File: config.mk
export PLATFORM = sky130hd
export DESIGN_NAME = tfs_back
export DESIGN_NICKNAME = d
export VERILOG_FILES = /design/src/rtl/tfs_pkg.sv /design/src/rtl/tfs_back.sv
export SDC_FILE = /design/constraint.sdc
export NUM_CORES = 1
export LEC_CHECK = 0
export BUFFER_PORTS_ARGS = -buffer_cell sky130_fd_sc_hd__buf_2
export CAP_MARGIN = 20
export CORE_MARGIN = 5
export CORE_UTILIZATION = 55
export DETAILED_ROUTE_END_ITERATION = 10
export MAX_ROUTING_LAYER = met4
export PLACE_DENSITY = 0.75
export SLEW_MARGIN = 20
export SYNTH_ARGS = -nofsm -noshare
export SYNTH_HDL_FRONTEND = slang
export SYNTH_SLANG_ARGS = --single-unit
File: constraint.sdc
create_clock -name clk -period 22.7 [get_ports clk]
set_input_delay 2.27 -clock clk [delete_from_list [all_inputs] [get_ports clk]]
set_output_delay 2.27 -clock clk [all_outputs]
set_load 0.02 [all_outputs]
File: src/rtl/tfs_pkg.sv
// Package for the Tenengrad focus statistics core: widths, register indexes,
// result struct and divider state type. No dependencies.
`default_nettype none
package tfs_pkg;
    localparam int MaxLineWidth   = 4096;
    localparam int MaxFrameHeight = 4096;
    localparam int CfgIdxW  = 3;
    localparam int CfgDataW = 13;

    typedef enum logic [CfgIdxW-1:0] {
        REG_FRAME_WIDTH   = 3'd0,
        REG_FRAME_HEIGHT  = 3'd1,
        REG_WINDOW_LEFT   = 3'd2,
        REG_WINDOW_TOP    = 3'd3,
        REG_WINDOW_WIDTH  = 3'd4,
        REG_WINDOW_HEIGHT = 3'd5
    } cfg_reg_t;

    typedef struct packed {
        logic [40:0] energy_sum;
        logic [31:0] intensity_sum;
        logic [23:0] pixel_count;
    } sums_t;

    typedef struct packed {
        logic [23:0] pixel_count;
        logic [40:0] energy_sum;
        logic [31:0] intensity_sum;
        logic [24:0] energy_mean_q8;
        logic [15:0] luma_mean_q8;
        logic [32:0] normalized_q16;
    } result_t;

    typedef enum logic [2:0] {
        DIV_IDLE,
        DIV_ENERGY,
        DIV_LUMA,
        DIV_SQUARE,
        DIV_NORM,
        DIV_DONE
    } div_state_t;
endpackage
`default_nettype wire

File: src/rtl/tfs_back.sv
// Back part: per-frame radix-2 divisions and the result register.
// Depends on tfs_pkg.
`default_nettype none
module tfs_back (
    input  wire logic           clk,
    input  wire logic           rst_n,
    input  wire logic           sums_valid,
    output logic                sums_ready,
    input  wire tfs_pkg::sums_t sums,
    output logic                res_valid,
    input  wire logic           res_ready,
    output tfs_pkg::result_t    res
);
    // One restoring divider, 64-bit dividend, 32-bit divisor, one bit a cycle.
    tfs_pkg::div_state_t st_reg, st_next;
    tfs_pkg::sums_t s_reg;
    logic [63:0] quo_reg, quo_next;
    logic [32:0] rem_reg, rem_next;
    logic [31:0] dvs_reg, dvs_next;
    logic [6:0]  cnt_reg, cnt_next;
    logic [24:0] em_reg, em_next;
    logic [15:0] lm_reg, lm_next;
    logic [32:0] nq_reg, nq_next;
    logic        out_v_reg, out_v_next;
    logic        load;
    logic [32:0] trial;
    logic        fits;

    assign sums_ready = (st_reg == tfs_pkg::DIV_IDLE);
    assign load = sums_valid && sums_ready;
    assign trial = {rem_reg[31:0], quo_reg[63]};
    assign fits = trial >= {1'b0, dvs_reg};

    always_comb
    begin
        st_next = st_reg;
        quo_next = quo_reg;
        rem_next = rem_reg;
        dvs_next = dvs_reg;
        cnt_next = cnt_reg;
        em_next = em_reg;
        lm_next = lm_reg;
        nq_next = nq_reg;
        out_v_next = out_v_reg;
        if (out_v_reg && res_ready) out_v_next = 1'b0;
        case (st_reg)
            tfs_pkg::DIV_IDLE:
            begin
                if (load)
                begin
                    em_next = '0;
                    lm_next = '0;
                    nq_next = '0;
                    if (sums.pixel_count == '0)
                        st_next = tfs_pkg::DIV_DONE;
                    else
                    begin
                        quo_next = {15'd0, sums.energy_sum, 8'd0};
                        rem_next = '0;
                        dvs_next = 32'(sums.pixel_count);
                        cnt_next = 7'd64;
                        st_next = tfs_pkg::DIV_ENERGY;
                    end
                end
            end
            tfs_pkg::DIV_ENERGY, tfs_pkg::DIV_LUMA, tfs_pkg::DIV_NORM:
            begin
                if (cnt_reg != '0)
                begin
                    rem_next = fits ? trial - {1'b0, dvs_reg} : trial;
                    quo_next = {quo_reg[62:0], fits};
                    cnt_next = cnt_reg - 7'd1;
                end
                else if (st_reg == tfs_pkg::DIV_ENERGY)
                begin
                    em_next = 25'(quo_reg);
                    quo_next = {24'd0, s_reg.intensity_sum, 8'd0};
                    rem_next = '0;
                    cnt_next = 7'd64;
                    st_next = tfs_pkg::DIV_LUMA;
                end
                else if (st_reg == tfs_pkg::DIV_LUMA)
                begin
                    lm_next = 16'(quo_reg);
                    st_next = (16'(quo_reg) > 16'd256) ? tfs_pkg::DIV_SQUARE
                                                       : tfs_pkg::DIV_DONE;
                end
                else
                begin
                    nq_next = 33'(quo_reg);
                    st_next = tfs_pkg::DIV_DONE;
                end
            end
            tfs_pkg::DIV_SQUARE:
            begin
                dvs_next = 32'(lm_reg) * 32'(lm_reg);
                quo_next = {15'd0, em_reg, 24'd0};
                rem_next = '0;
                cnt_next = 7'd64;
                st_next = tfs_pkg::DIV_NORM;
            end
            tfs_pkg::DIV_DONE:
            begin
                if (!out_v_reg || res_ready)
                begin
                    out_v_next = 1'b1;
                    st_next = tfs_pkg::DIV_IDLE;
                end
            end
            default: st_next = tfs_pkg::DIV_IDLE;
        endcase
    end

    always_ff @(posedge clk or negedge rst_n)
    begin
        if (!rst_n)
        begin
            st_reg <= tfs_pkg::DIV_IDLE;
            out_v_reg <= 1'b0;
        end
        else
        begin
            st_reg <= st_next;
            out_v_reg <= out_v_next;
        end
    end

    always_ff @(posedge clk)
    begin
        if (load) s_reg <= sums;
        quo_reg <= quo_next;
        rem_reg <= rem_next;
        dvs_reg <= dvs_next;
        cnt_reg <= cnt_next;
        em_reg <= em_next;
        lm_reg <= lm_next;
        nq_reg <= nq_next;
        if (st_reg == tfs_pkg::DIV_DONE && (!out_v_reg || res_ready))
        begin
            res.pixel_count <= s_reg.pixel_count;
            res.energy_sum <= (s_reg.pixel_count == '0) ? '0 : s_reg.energy_sum;
            res.intensity_sum <= (s_reg.pixel_count == '0) ? '0 : s_reg.intensity_sum;
            res.energy_mean_q8 <= em_reg;
            res.luma_mean_q8 <= lm_reg;
            res.normalized_q16 <= nq_reg;
        end
    end

    assign res_valid = out_v_reg;
endmodule
`default_nettype wire

==> impl_metrics.toml <==
[cts]
clock_latency_ps = 590
post_cts_buffers = 0
htree_levels = 2
cts.sinks = 481
cts_resized = 0
clockRootBuffer = "clkbuf_16"
cts_buffer_depth = 3
cts_tree = "yes"
cts_hold_buffers = 0
cts-buffers-inserted = 49
clk_pin_slew_ps = 60

[route]
wl_per_cell_um = 20.4
avgViaCountPerCell = 5.62
drt-total-wl_mm = 62.7
drt_iter0_markers = 1352
vias = 17308
drc_errors = 0
drtAntennaViolNets = 0
firstDrtPassIters = 5

[place]
globalplace.congestion = 0.900
port-buffer-count = 273
placed_cell_area_sq_um = 28800
hpwl_mm = 46.0

[setup_path]
critPathLaunch = "lm_reg[5]"
crit_fanout = 18
worstSetupPathType = "reg -> reg"
cp.required_ps = 23010
endpoint = "dvs_reg[30]"
end_kind = "register"
worstReg2RegEnd = "dvs_reg[30]"
cp-start-kind = "register"
reg2reg_from = "lm_reg[5]"
r2r_cells = 23
worstPathArrival_ps = 7270
reg2reg_slack_ps = 15740

[logic_synthesis]
synth_nets = 2554
synth_edf_count = 477
synth_top_area_share_pct = 53.4
synth-simple-area-share_pct = 11.0
muxShareOfSynthArea_pct = 1.80
ys_top_cells_by_count = "edfxtp_1, inv_1, fa_1"
syn_area_per_cell_sq_um = 12.5
synth.largest_area_cell = "edfxtp_1"
ys_ff_latch = 481
synth-adder-area-share_pct = 18.6
synthMostInstantiatedCell = "edfxtp_1"
yosysUniqueCellTypes = 76
yosysWarnings = 0
synth_top_family_by_area = "adder cells"
synthArstFlopShare_pct = 0.832
yosysSeqAreaShare_pct = 53.8
synth_ff_type = "edfxtp_1"
synth-xor-area-share_pct = 2.16
yosys-top-cells-area = "edfxtp_1, fa_1, ha_1"
syn_inst = 2153
syn_area_sq_um = 26800
synth-compound-area-share_pct = 7.19

[timing]
slew_viol_final = 0
fin_crit_ps = 6960
setup_violations = 0
skew_ps = 19.6
grt_setup_unrepaired = "false"
fin_setup_tns_ps = 0
tightest_slew_ps = 1120
fin_crit_sh_pct = 30.6
slew_headroom_pct = 25.3
hold_viol_final = 0
fmax_ghz = 0.144

[die]
row_count = 81
fp.dieH_um = 231
die-area_sq_um = 53300
ios = 274
fp.dieW_um = 231
coreArea_sq_um = 48500
initial_utilization_pct = 55.2

[job]
cap_violations = 0

[global_routing]
antenna_found_initial = 7
grt_pass1_vias = 17499
track_usage_pct = 24.0
grt_max_degree = 84
grt_pass1_wl_mm = 97.7
grt-ovfl-total = 0

[cells_and_area]
multi_input_comb_area_sq_um = 11000
n_fill_cell = 3627
largest_reg_flops = 171
area_delta_synth_final_pct = 14.1
seq_area_sq_um = 14400
fin_area_sq_um = 30600
drive_gt1_share_pct = 16.8
nNetsFinal = 2813

[status]
status = "complete, no violations"

[hold_path]
min_path_type = "reg -> reg"
-- area by class of cell --
cell class / count / share of cell area, %
flip-flops and latches: 481 / 47.1
multi-input cells: 1284 / 36.0
repair buffers: 288 / 4.83
clock buffers: 57 / 4.20
inverters: 308 / 3.78
well taps: 622 / 2.54
clock inverters: 32 / 1.51
diodes: 7 / 0.0572
-- metrics by stage --
stage          hold WS (ps)  utilization [%]  std cells  setup WS, ps
6_report                417             63.1       3079         15740
5_1_grt                 425             63.1       3079         15410
4_1_cts                 419             63.0       3072         15800
3_5_place_dp            405             59.4       2983         15840
3_3_place_gp            403             59.4       2983         15930
2_1_floorplan           400                -       2153         12580
-- kinds of logic (layout without fill, tap and decap cells) --
logic type               Yosys count  after routing
multiplexers                      48             48
adder cells (fa/ha/maj)          300            300
XOR/XNOR                          66             66
AND/OR/NAND/NOR                  577            577
buffers and inverters            388            685
other                              0              7
flip-flops                       481            481
AO/OA/AOI/OAI                    293            293
-- cells in the final DEF (no fill, tap or decap), types with 6 or more instances in the layout --
cell type,n
edfxtp_1,477
inv_1,308
buf_2,273
fa_1,165
nand2_1,158
ha_1,135
nor2b_1,121
nor2_1,97
o21ai_0,82
and2_1,76
a21oi_1,69
clkbuf_16,49
mux2i_1,47
xnor2_1,37
nand3_1,31
a21o_1,29
xor2_1,29
a22oi_1,27
nor3_1,17
nor4_1,16
buf_4,15
nand2b_1,10
and3_1,10
o21bai_1,10
bufinv_16,10
nand4_1,9
clkinv_2,9
diode_2,7
a31oi_1,7
a211oi_1,6
o21a_1,6
or2_2,6
o21ai_1,6
-- worst max-delay path, cell delays in order (launching register included) --
cell and delay [ps]:
edfxtp_1 870, and2_1 280, inv_1 80, fa_1 510, inv_1 50, fa_1 500
inv_1 50, fa_1 470, inv_1 50, fa_1 500, fa_1 540, inv_1 50
fa_1 520, inv_1 40, ha_1 360, and3_1 170, a221oi_1 370, o21ai_0 170
nor3_2 190, a21oi_2 130, a22o_1 290, a221oi_2 270, xor2_1 160, nor2_1 50
-- how the worst min path moves through the flow --
| stage | startpoint | to | slack [ps] | depth (start not counted) |
|---|---|---|---|---|
| after CTS | nq_reg[23] | res[23] | 420 | 0 |
| after floorplan | nq_reg[0] | res[0] | 400 | 0 |
| after global placement | nq_reg[15] | res[15] | 400 | 0 |
| final | nq_reg[23] | res[23] | 420 | 0 |
| after detailed placement | nq_reg[14] | res[14] | 400 | 0 |
| after global routing | nq_reg[5] | res[5] | 420 | 0 |
-- metal layers --
| metal | vias to the layer above | wire (um) | GRT usage [%] |
|---|---|---|---|
| met3 | 100 | 4640 | 3.91 |
| met4 | 0 | 1650 | 6.98 |
| met2 | 678 | 30200 | 37.3 |
| met1 | 8644 | 26200 | 33.4 |
| li1 | 7886 | - | - |
| met5 | - | 0 | - |
Power is left out: the tool's default activity adds up to more than one toggle a clock period on the data nets, which glitch-free logic cannot reach.
